[src/rtl/irpdt_pkg.sv]
package irpdt_pkg;

  // Default data bits per frame
  localparam int FRAME_BITS_DEF = 32;

  // Configuration port geometry
  localparam int CFG_IDX_W  = 3;
  localparam int CFG_DATA_W = 16;

  // Register indexes
  localparam logic [CFG_IDX_W-1:0] REG_HALF_PERIOD  = 3'd0;
  localparam logic [CFG_IDX_W-1:0] REG_BIT_MARK     = 3'd1;
  localparam logic [CFG_IDX_W-1:0] REG_ONE_SPACE    = 3'd2;
  localparam logic [CFG_IDX_W-1:0] REG_ZERO_SPACE   = 3'd3;
  localparam logic [CFG_IDX_W-1:0] REG_HEADER_MARK  = 3'd4;
  localparam logic [CFG_IDX_W-1:0] REG_HEADER_SPACE = 3'd5;
  localparam logic [CFG_IDX_W-1:0] REG_STOP_MARK    = 3'd6;

  // Register reset values
  localparam logic [7:0]  HALF_PERIOD_RST  = 8'd12;
  localparam logic [15:0] BIT_MARK_RST     = 16'd560;
  localparam logic [15:0] ONE_SPACE_RST    = 16'd1690;
  localparam logic [15:0] ZERO_SPACE_RST   = 16'd560;
  localparam logic [15:0] HEADER_MARK_RST  = 16'd9000;
  localparam logic [15:0] HEADER_SPACE_RST = 16'd4500;
  localparam logic [15:0] STOP_MARK_RST    = 16'd560;

  // Request operation codes
  localparam logic OP_TICK  = 1'b0;
  localparam logic OP_START = 1'b1;

  typedef enum logic [2:0] {
    PH_IDLE   = 3'd0,
    PH_HMARK  = 3'd1,
    PH_HSPACE = 3'd2,
    PH_BMARK  = 3'd3,
    PH_BSPACE = 3'd4,
    PH_STOP   = 3'd5
  } phase_t;

  typedef struct packed {
    logic [7:0]  half_period;
    logic [15:0] bit_mark;
    logic [15:0] one_space;
    logic [15:0] zero_space;
    logic [15:0] header_mark;
    logic [15:0] header_space;
    logic [15:0] stop_mark;
  } cfg_t;

  // Segment chosen by the skip logic
  typedef struct packed {
    phase_t      phase;
    logic [15:0] len;
    logic        mark;
  } seg_t;

  typedef struct packed {
    logic        operation;
    logic [15:0] address;
    logic [15:0] command;
  } in_item_t;

  typedef struct packed {
    logic ir_level;
    logic busy_res;
    logic frame_end;
    logic send_taken;
  } out_item_t;

endpackage

[src/rtl/irpdt_cfg.sv]
module irpdt_cfg
  import irpdt_pkg::*;
(
  input  logic                  clk,
  input  logic                  rst_n,
  input  logic                  cfg_we,
  input  logic [CFG_IDX_W-1:0]  cfg_index,
  input  logic [CFG_DATA_W-1:0] cfg_wdata,
  output cfg_t                  cfg
);

  cfg_t cfg_r;
  cfg_t cfg_nxt;

  // Decode the write
  always_comb begin
    cfg_nxt = cfg_r;
    if (cfg_we) begin
      unique case (cfg_index)
        REG_HALF_PERIOD:  cfg_nxt.half_period  = cfg_wdata[7:0];
        REG_BIT_MARK:     cfg_nxt.bit_mark     = cfg_wdata;
        REG_ONE_SPACE:    cfg_nxt.one_space    = cfg_wdata;
        REG_ZERO_SPACE:   cfg_nxt.zero_space   = cfg_wdata;
        REG_HEADER_MARK:  cfg_nxt.header_mark  = cfg_wdata;
        REG_HEADER_SPACE: cfg_nxt.header_space = cfg_wdata;
        REG_STOP_MARK:    cfg_nxt.stop_mark    = cfg_wdata;
        default:          cfg_nxt = cfg_r;
      endcase
    end
  end

  // Hold the registers
  always_ff @(posedge clk) begin
    if (!rst_n) begin
      cfg_r.half_period  <= HALF_PERIOD_RST;
      cfg_r.bit_mark     <= BIT_MARK_RST;
      cfg_r.one_space    <= ONE_SPACE_RST;
      cfg_r.zero_space   <= ZERO_SPACE_RST;
      cfg_r.header_mark  <= HEADER_MARK_RST;
      cfg_r.header_space <= HEADER_SPACE_RST;
      cfg_r.stop_mark    <= STOP_MARK_RST;
    end else begin
      cfg_r <= cfg_nxt;
    end
  end

  assign cfg = cfg_r;

endmodule

[src/rtl/irpdt_settle.sv]
module irpdt_settle
  import irpdt_pkg::*;
#(
  parameter int FRAME_BITS = FRAME_BITS_DEF,
  localparam int IDX_W = $clog2(FRAME_BITS)
) (
  input  phase_t                 st_phase,
  input  logic [IDX_W-1:0]       st_idx,
  input  logic [FRAME_BITS-1:0]  word,
  input  cfg_t                   cfg,
  output seg_t                   seg,
  output logic [IDX_W-1:0]       seg_idx
);

  localparam logic [IDX_W-1:0] LAST_IDX = IDX_W'(FRAME_BITS - 1);

  logic                  one_nz;
  logic                  zero_nz;
  logic                  bm_nz;
  logic [FRAME_BITS-1:0] space_nz;
  logic [IDX_W-1:0]      top_idx;
  logic                  hit;
  logic [IDX_W-1:0]      hit_idx;
  phase_t                stop_ph;
  phase_t                ph;
  logic [IDX_W-1:0]      idx;

  assign one_nz  = (cfg.one_space != 16'd0);
  assign zero_nz = (cfg.zero_space != 16'd0);
  assign bm_nz   = (cfg.bit_mark != 16'd0);
  assign stop_ph = (cfg.stop_mark != 16'd0) ? PH_STOP : PH_IDLE;

  // Bits whose space is not empty
  always_comb begin
    for (int j = 0; j < FRAME_BITS; j++) begin
      space_nz[j] = word[j] ? one_nz : zero_nz;
    end
  end

  // Highest non-empty space at or below the entry bit
  assign top_idx = (st_phase == PH_HMARK || st_phase == PH_HSPACE) ? LAST_IDX : st_idx;

  always_comb begin
    hit     = 1'b0;
    hit_idx = '0;
    for (int j = 0; j < FRAME_BITS; j++) begin
      if (space_nz[j] && (IDX_W'(j) <= top_idx)) begin
        hit     = 1'b1;
        hit_idx = IDX_W'(j);
      end
    end
  end

  // Skip empty segments from the entry point on
  always_comb begin
    ph  = PH_IDLE;
    idx = st_idx;
    unique case (st_phase)
      PH_IDLE: begin
        ph = PH_IDLE;
      end
      PH_HMARK, PH_HSPACE, PH_BMARK: begin
        if (st_phase == PH_HMARK && cfg.header_mark != 16'd0) begin
          ph = PH_HMARK;
        end else if (st_phase != PH_BMARK && cfg.header_space != 16'd0) begin
          ph = PH_HSPACE;
        end else if (bm_nz) begin
          ph  = PH_BMARK;
          idx = top_idx;
        end else if (hit) begin
          ph  = PH_BSPACE;
          idx = hit_idx;
        end else begin
          ph  = stop_ph;
          idx = '0;
        end
      end
      PH_BSPACE: begin
        if (space_nz[st_idx]) begin
          ph = PH_BSPACE;
        end else if (!bm_nz) begin
          ph  = hit ? PH_BSPACE : stop_ph;
          idx = hit ? hit_idx : '0;
        end else if (st_idx == '0) begin
          ph = stop_ph;
        end else begin
          ph  = PH_BMARK;
          idx = st_idx - 1'b1;
        end
      end
      PH_STOP: begin
        ph = stop_ph;
      end
      default: begin
        ph = PH_IDLE;
      end
    endcase
  end

  // Length of the landed segment
  always_comb begin
    seg.phase = ph;
    seg.mark  = (ph == PH_HMARK || ph == PH_BMARK || ph == PH_STOP);
    unique case (ph)
      PH_HMARK:  seg.len = cfg.header_mark;
      PH_HSPACE: seg.len = cfg.header_space;
      PH_BMARK:  seg.len = cfg.bit_mark;
      PH_BSPACE: seg.len = word[idx] ? cfg.one_space : cfg.zero_space;
      PH_STOP:   seg.len = cfg.stop_mark;
      default:   seg.len = 16'd0;
    endcase
  end

  assign seg_idx = idx;

endmodule

[src/rtl/irpdt_engine.sv]
module irpdt_engine
  import irpdt_pkg::*;
#(
  parameter int FRAME_BITS = FRAME_BITS_DEF
) (
  input  logic      clk,
  input  logic      rst_n,
  input  logic      step_en,
  input  in_item_t  item,
  input  cfg_t      cfg,
  output out_item_t res
);

  localparam int IDX_W = $clog2(FRAME_BITS);
  localparam logic [IDX_W-1:0] LAST_IDX = IDX_W'(FRAME_BITS - 1);

  phase_t                phase_r, phase_nxt;
  logic [IDX_W-1:0]      idx_r, idx_nxt;
  logic [15:0]           seg_left_r, seg_left_nxt;
  logic [7:0]            carr_cnt_r, carr_cnt_nxt;
  logic                  carr_lvl_r, carr_lvl_nxt;
  logic [FRAME_BITS-1:0] word_r, word_nxt;

  logic [FRAME_BITS+31:0] word_ext;
  logic [FRAME_BITS-1:0]  new_word;
  logic                   start;
  logic                   idle;
  logic                   mark_now;
  logic [7:0]             hp;
  logic [7:0]             cnt_inc;
  logic [15:0]            seg_dec;
  phase_t                 adv_phase;
  logic [IDX_W-1:0]       adv_idx;
  phase_t                 st_phase;
  logic [IDX_W-1:0]       st_idx;
  logic [FRAME_BITS-1:0]  st_word;
  seg_t                   seg;
  logic [IDX_W-1:0]       seg_idx;

  assign word_ext = {{FRAME_BITS{1'b0}}, item.address, item.command};
  assign new_word = word_ext[FRAME_BITS-1:0];
  assign start    = (item.operation == OP_START);
  assign idle     = (phase_r == PH_IDLE);
  assign mark_now = (phase_r == PH_HMARK || phase_r == PH_BMARK || phase_r == PH_STOP);
  assign hp       = (cfg.half_period == 8'd0) ? 8'd1 : cfg.half_period;
  assign cnt_inc  = carr_cnt_r + 8'd1;
  assign seg_dec  = seg_left_r - 16'd1;

  // Segment after the one that just ran out
  always_comb begin
    adv_phase = PH_IDLE;
    adv_idx   = idx_r;
    unique case (phase_r)
      PH_HMARK:  adv_phase = PH_HSPACE;
      PH_HSPACE: begin
        adv_phase = PH_BMARK;
        adv_idx   = LAST_IDX;
      end
      PH_BMARK:  adv_phase = PH_BSPACE;
      PH_BSPACE: begin
        if (idx_r == '0) begin
          adv_phase = PH_STOP;
        end else begin
          adv_phase = PH_BMARK;
          adv_idx   = idx_r - 1'b1;
        end
      end
      default:   adv_phase = PH_IDLE;
    endcase
  end

  // Entry point for the skip logic
  assign st_phase = start ? PH_HMARK : adv_phase;
  assign st_idx   = start ? LAST_IDX : adv_idx;
  assign st_word  = start ? new_word : word_r;

  irpdt_settle #(
    .FRAME_BITS (FRAME_BITS)
  ) u_settle (
    .st_phase (st_phase),
    .st_idx   (st_idx),
    .word     (st_word),
    .cfg      (cfg),
    .seg      (seg),
    .seg_idx  (seg_idx)
  );

  // Step the frame by one request
  always_comb begin
    phase_nxt    = phase_r;
    idx_nxt      = idx_r;
    seg_left_nxt = seg_left_r;
    carr_cnt_nxt = carr_cnt_r;
    carr_lvl_nxt = carr_lvl_r;
    word_nxt     = word_r;
    res          = '0;
    if (start) begin
      if (idle) begin
        word_nxt       = new_word;
        phase_nxt      = seg.phase;
        idx_nxt        = seg_idx;
        seg_left_nxt   = seg.len;
        res.send_taken = 1'b1;
        res.busy_res   = (seg.phase != PH_IDLE);
        if (seg.mark) begin
          carr_cnt_nxt = 8'd0;
          carr_lvl_nxt = 1'b1;
        end
      end else begin
        res.busy_res = 1'b1;
      end
    end else if (!idle) begin
      res.busy_res = 1'b1;
      if (mark_now) begin
        res.ir_level = carr_lvl_r;
        if (cnt_inc >= hp) begin
          carr_cnt_nxt = 8'd0;
          carr_lvl_nxt = !carr_lvl_r;
        end else begin
          carr_cnt_nxt = cnt_inc;
        end
      end
      seg_left_nxt = seg_dec;
      if (seg_dec == 16'd0) begin
        phase_nxt     = seg.phase;
        idx_nxt       = seg_idx;
        seg_left_nxt  = seg.len;
        res.frame_end = (seg.phase == PH_IDLE);
        if (seg.mark) begin
          carr_cnt_nxt = 8'd0;
          carr_lvl_nxt = 1'b1;
        end
      end
    end
  end

  // Hold frame state
  always_ff @(posedge clk) begin
    if (!rst_n) begin
      phase_r    <= PH_IDLE;
      idx_r      <= '0;
      seg_left_r <= '0;
      carr_cnt_r <= '0;
      carr_lvl_r <= 1'b0;
    end else if (step_en) begin
      phase_r    <= phase_nxt;
      idx_r      <= idx_nxt;
      seg_left_r <= seg_left_nxt;
      carr_cnt_r <= carr_cnt_nxt;
      carr_lvl_r <= carr_lvl_nxt;
    end
  end

  always_ff @(posedge clk) begin
    if (step_en) begin
      word_r <= word_nxt;
    end
  end

  // A frame end leaves the engine idle
  a_end_idle: assert property (@(posedge clk) disable iff (!rst_n)
    step_en && res.frame_end |=> phase_r == PH_IDLE)
    else $error("frame end without return to idle");

  // The emitter is only driven during a mark
  a_level_mark: assert property (@(posedge clk) disable iff (!rst_n)
    step_en && res.ir_level |-> mark_now && !start)
    else $error("emitter on outside a mark");

  // A running segment is never empty
  a_seg_nz: assert property (@(posedge clk) disable iff (!rst_n)
    phase_r != PH_IDLE |-> seg_left_r != 16'd0)
    else $error("empty segment in progress");

  // A taken send only comes from idle
  a_taken_idle: assert property (@(posedge clk) disable iff (!rst_n)
    step_en && res.send_taken |-> idle && start)
    else $error("send taken while busy");

endmodule

[src/rtl/ir_pulse_distance_transmitter_top.sv]
// Channel | Ports                              | Moves
// in      | in_valid, in_ready, in_data        | tick or start request
// out     | out_valid, out_ready, out_data     | one result per request
// cfg     | cfg_we, cfg_index, cfg_wdata       | register write, no wait
//
// A request is held in the input register, then the engine updates the
// frame state and loads the result register.
// Sustained rate is one request per cycle while out_ready stays high.
// Reset is synchronous and active low; no clearing pass is needed.
// With out_ready low the result holds, the input register fills, then in_ready drops.
module ir_pulse_distance_transmitter_top
  import irpdt_pkg::*;
#(
  parameter int FRAME_BITS = FRAME_BITS_DEF
) (
  input  logic                  clk,
  input  logic                  rst_n,
  input  logic                  in_valid,
  output logic                  in_ready,
  input  in_item_t              in_data,
  output logic                  out_valid,
  input  logic                  out_ready,
  output out_item_t             out_data,
  input  logic                  cfg_we,
  input  logic [CFG_IDX_W-1:0]  cfg_index,
  input  logic [CFG_DATA_W-1:0] cfg_wdata
);

  in_item_t  s1_item_r;
  logic      s1_valid_r, s1_valid_nxt;
  out_item_t out_item_r;
  logic      out_valid_r, out_valid_nxt;
  logic      s1_adv;
  cfg_t      cfg;
  out_item_t res;

  irpdt_cfg u_cfg (
    .clk       (clk),
    .rst_n     (rst_n),
    .cfg_we    (cfg_we),
    .cfg_index (cfg_index),
    .cfg_wdata (cfg_wdata),
    .cfg       (cfg)
  );

  irpdt_engine #(
    .FRAME_BITS (FRAME_BITS)
  ) u_engine (
    .clk     (clk),
    .rst_n   (rst_n),
    .step_en (s1_adv),
    .item    (s1_item_r),
    .cfg     (cfg),
    .res     (res)
  );

  // Advance when the result register is free or being drained
  assign s1_adv   = s1_valid_r && (!out_valid_r || out_ready);
  assign in_ready = !s1_valid_r || s1_adv;

  always_comb begin
    s1_valid_nxt = s1_valid_r;
    if (in_valid && in_ready) begin
      s1_valid_nxt = 1'b1;
    end else if (s1_adv) begin
      s1_valid_nxt = 1'b0;
    end
  end

  always_comb begin
    out_valid_nxt = out_valid_r;
    if (s1_adv) begin
      out_valid_nxt = 1'b1;
    end else if (out_ready) begin
      out_valid_nxt = 1'b0;
    end
  end

  // Hold handshake state
  always_ff @(posedge clk) begin
    if (!rst_n) begin
      s1_valid_r  <= 1'b0;
      out_valid_r <= 1'b0;
    end else begin
      s1_valid_r  <= s1_valid_nxt;
      out_valid_r <= out_valid_nxt;
    end
  end

  // Capture request and result payloads
  always_ff @(posedge clk) begin
    if (in_valid && in_ready) begin
      s1_item_r <= in_data;
    end
    if (s1_adv) begin
      out_item_r <= res;
    end
  end

  assign out_valid = out_valid_r;
  assign out_data  = out_item_r;

  // Every request that leaves the input register shows up as a result
  a_adv_out: assert property (@(posedge clk) disable iff (!rst_n)
    s1_adv |=> out_valid_r)
    else $error("advanced request lost");

  // A waiting result blocks the input register from advancing
  a_no_overrun: assert property (@(posedge clk) disable iff (!rst_n)
    out_valid_r && !out_ready |-> !s1_adv)
    else $error("result overwritten");

endmodule

[config.mk]
export PLATFORM = sky130hd
export DESIGN_NAME = ir_pulse_distance_transmitter_top
export DESIGN_NICKNAME = d
export VERILOG_FILES = /design/src/rtl/irpdt_pkg.sv /design/src/rtl/irpdt_cfg.sv /design/src/rtl/irpdt_settle.sv /design/src/rtl/irpdt_engine.sv /design/src/rtl/ir_pulse_distance_transmitter_top.sv
export SDC_FILE = /design/constraint.sdc
export NUM_CORES = 1
export LEC_CHECK = 0
export BUFFER_PORTS_ARGS = -buffer_cell sky130_fd_sc_hd__buf_4
export CORE_MARGIN = 5
export CORE_UTILIZATION = 40
export DETAILED_ROUTE_END_ITERATION = 7
export SETUP_SLACK_MARGIN = 0.3
export SYNTH_ARGS = -nofsm -noshare
export SYNTH_HDL_FRONTEND = slang
export SYNTH_HIERARCHICAL = 1
export SYNTH_SLANG_ARGS = --single-unit
[constraint.sdc]
create_clock -name clk -period 7.35 [get_ports clk]
set_input_delay 1.1025 -clock clk [delete_from_list [all_inputs] [get_ports clk]]
set_output_delay 1.1025 -clock clk [all_outputs]
set_load 0.01 [all_outputs]
==> key figures <==
Clock tree
  – CTS Hold Buffers Added: 0
  – Clock slew seen by the registers of the worst setup and hold paths: 60 ps
  – H-tree Lvls: 1
  – Worst-skew pair later-pin latency: 550 ps
  – Root buffer cell: clkbuf_16
  – Clock sinks: 208
  – Clock tree buffer depth: 3
  – TritonCTS Buffers: 26
  – CTS tree: built

Floorplanning
  – Total core area: 33700 sq um
  – Placement Rows: 67
  – Chip height: 195 um
  – Initial Util: 40.8%
  – X dimension of the die: 195 um
  – Die ar.: 38200 sq um
  – I/O pin total: 63

Finish
  – Post-Route Utilization: 46.3%
  – Fillers: 3245
  – Multi-input logic area: 8290 sq um
  – Design Area, Final: 15600 sq um
  – Layout cells sized above 1: 14.8%
  – Register area: 4850 sq um
  – Synth-to-Final Area Change: 13.5%
  – Nets: 1654
  – Antenna diodes: 0

Setup path
  – Setup crit end kind: register
  – CP required: 7770 ps
  – Crit path DAT: 7210 ps
  – Critical path startpoint category: register
  – Crit path kind: reg -> reg
  – CP Max Fanout: 29

Power and ir drop
  – Tot Pwr: 3.07 mW
  – Peak supply drop: 139 uV
  – Pleak: 6.16 nW
  – P per Cell Area: 197 nW/um^2

Drt
  – Vias: 12.8k
  – Drt first pass iters: 6
  – Vias/cell: 6.27
  – Initial DRC Count: 1458
  – Routed Antenna Nets: 0
  – DR WL/cell: 21.9 um
  – Final WL: 44.8 mm
  – DRC viols: 0

Placed design
  – RePlAce Congestion: 0.960
  – Setup WS pre-CTS: 437 ps
  – Post-DP HPWL: 32.4 mm
  – PortBufs: 62
  – Placed instance area: 14600 sq um

Worst hold path
  – Worst hold path class: reg -> reg

Synth
  – Syn Inst Count: 1554
  – Sequential-to-total area share from yosys stat: 35.3%
  – Top_reg_cell synth: dfxtp_1
  – Synth area leader: dfxtp_1
  – Syn Nets: 1626
  – EDFF count, synth: 69
  – Synth cell types: 97
  – Cell Area, Synth: 13700 sq um
  – Yosys warning count: 6
  – Yosys reg bits: 208
  – Top cells by area, synth: dfxtp_1 20%, edfxtp_1 15%, mux2i_1 10%
  – Synth top area share: 20.3%
  – Ys async rst share: 0%
  – Syn Area/Cell: 8.84 sq um

STA
  – Final TNS setup: 0 ps
  – Setup ws final: 560 ps
  – Min Tclk post-route: 6790 ps
  – F_max: 0.147 GHz
  – RSZ-0062 raised after global routing: no
  – Hold violation total from the final report: 0
  – Pins Over Slew Limit: 0
  – Clock Skews: 23.7 ps
  – Rel. slew slack: 24.6%
  – Final setup fails: 0
  – Worst Max-Slew Pin Slew: 1130 ps
  – Final Cycle Share: 92.4%

GRT
  – Initial antenna violation count: 0
  – Maximum number of pins on one net before global-route repair: 73
  – Total grt overflow: 0
  – Global Route Usage Sum: 22.3%
  – First-pass GRT wire length: 70.4 mm
  – Vias in the first global route: 12.1k

Flow run
  – # Max-Cap Violations: 0

Outcome
  – Status: complete, no violations
==> final cells by class <==
type,count,area share (%)
clock buffer,35,4.46
clock inverter,11,0.915
inverter,56,1.35
multi-input combinational,1179,53.2
sequential,208,31.1
tap,448,3.60
timing repair buffer,111,5.35
==> critical path, stage by stage (launching register included) <==
cell and delay (ps):
dfxtp_1 320, inv_1 90, ha_1 180, nor4b_1 260, buf_4 200, nand2b_1 170
xnor2_1 130, nand2_1 60, buf_4 270, nor3_1 590, o221ai_1 340, a22oi_1 250
o22ai_1 190, a2111oi_2 520, o31a_1 300, a221oi_1 110, a311oi_1 260, buf_4 180
inv_1 100, mux4_2 320, a32oi_2 220, o211ai_4 240, mux2_4 360, a2111o_1 410
mux2_1 300, a22oi_1 200, nor2_1 60
==> timing repair <==
item / in CTS / in global routing
gates resized for setup: 0 / 16
setup endpoints to repair: 0 / 16
buffers inserted: 0 / 5
==> worst paths after layout <==
check | from | endpoint | slack, ps | cells after the start
setup / recovery | u_engine/idx_r[0] | u_engine/seg_left_r[3] | 560 | 26
hold / removal | s1_item_r[18] | u_engine/word_r[18] | 440 | 0
setup reg to reg | u_engine/idx_r[0] | u_engine/seg_left_r[3] | 560 | 26
hold reg to reg | s1_item_r[18] | u_engine/word_r[18] | 440 | 0
==> report_power, final <==
group          switching [mW]  leakage [nW]  internal [mW]  total (mW)
logic                   0.342          3.96          0.211       0.553
clock network           0.495         0.410          0.766        1.26
registers              0.0301          1.78           1.23        1.26
total                   0.867          6.16           2.20        3.07
==> stage by stage <==
step | std cells | hold WS (ps)
2_1_floorplan | 1554 | 420
3_3_place_gp | 1997 | 427
3_5_place_dp | 1997 | 427
4_1_cts | 2043 | 444
5_1_grt | 2048 | 451
6_report | 2048 | 439
==> synthesized netlist by cell type (all sizes together) (9+ instances only) <==
library cell,n
clkbuf,73
nand3,66
edfxtp,69
o22ai,24
or3,10
mux2i,140
mux2,53
a22oi,21
nor2,75
a21oi,94
nand2b,9
buf,38
a22o,9
o221ai,17
o211ai,38
nand2,180
a31oi,14
nand4,11
a211oi,20
nor4,34
nor3,18
inv,53
ha,15
dfxtp,139
a2111o,18
mux4,10
o21ai,93
nor2b,45
==> metal layers <==
layer  wire length [um]  global-route usage [%]  vias up
met5                  0                       0        -
met4               1140                    5.69        0
met3               3670                    3.77       94
met2              19200                    33.6      638
met1              20700                    33.4     6151
li1                   -                       -     5952
==> cells by family (layout without fill, tap and decap cells) <==
group	after synthesis	count (layout)	share of synthesized area [%]
flip-flops	208	208	35.3
adder cells (fa/ha/maj)	15	15	1.37
multiplexers	203	203	16.5
AND/OR/NAND/NOR	505	505	18.5
buffers and inverters	167	213	5.12
AO/OA/AOI/OAI	445	445	22.5
XOR/XNOR	11	11	0.756
==> registers in the layout (all words and copies together) (netlist names) <==
signal / flops
s1_item_r: 33
u_engine/carr_cnt_r: 8
out_valid: 1
u_engine/idx_r: 5
u_engine/seg_left_r: 16
u_engine/phase_r: 3
u_engine/word_r: 32
u_cfg/cfg: 104
s1_valid_r: 1
u_engine/carr_lvl_r: 1
out_data: 4
==> placed cells by master (no fill, tap or decap), types with 18 or more instances in the layout <==
cell and count:
a211oi_1 20, o21ai_0 79, nand3_1 66, clkbuf_16 26
dfxtp_1 139, a22oi_1 21, o22ai_1 24, buf_4 111
inv_1 51, nor2b_1 44, nor4_1 32, mux2i_1 140
edfxtp_1 69, a21oi_1 92, mux2_2 34, a2111o_1 18
nand2_1 180, nor2_1 74, o211ai_1 37
Note: power is estimated with default switching activity, not from simulation.
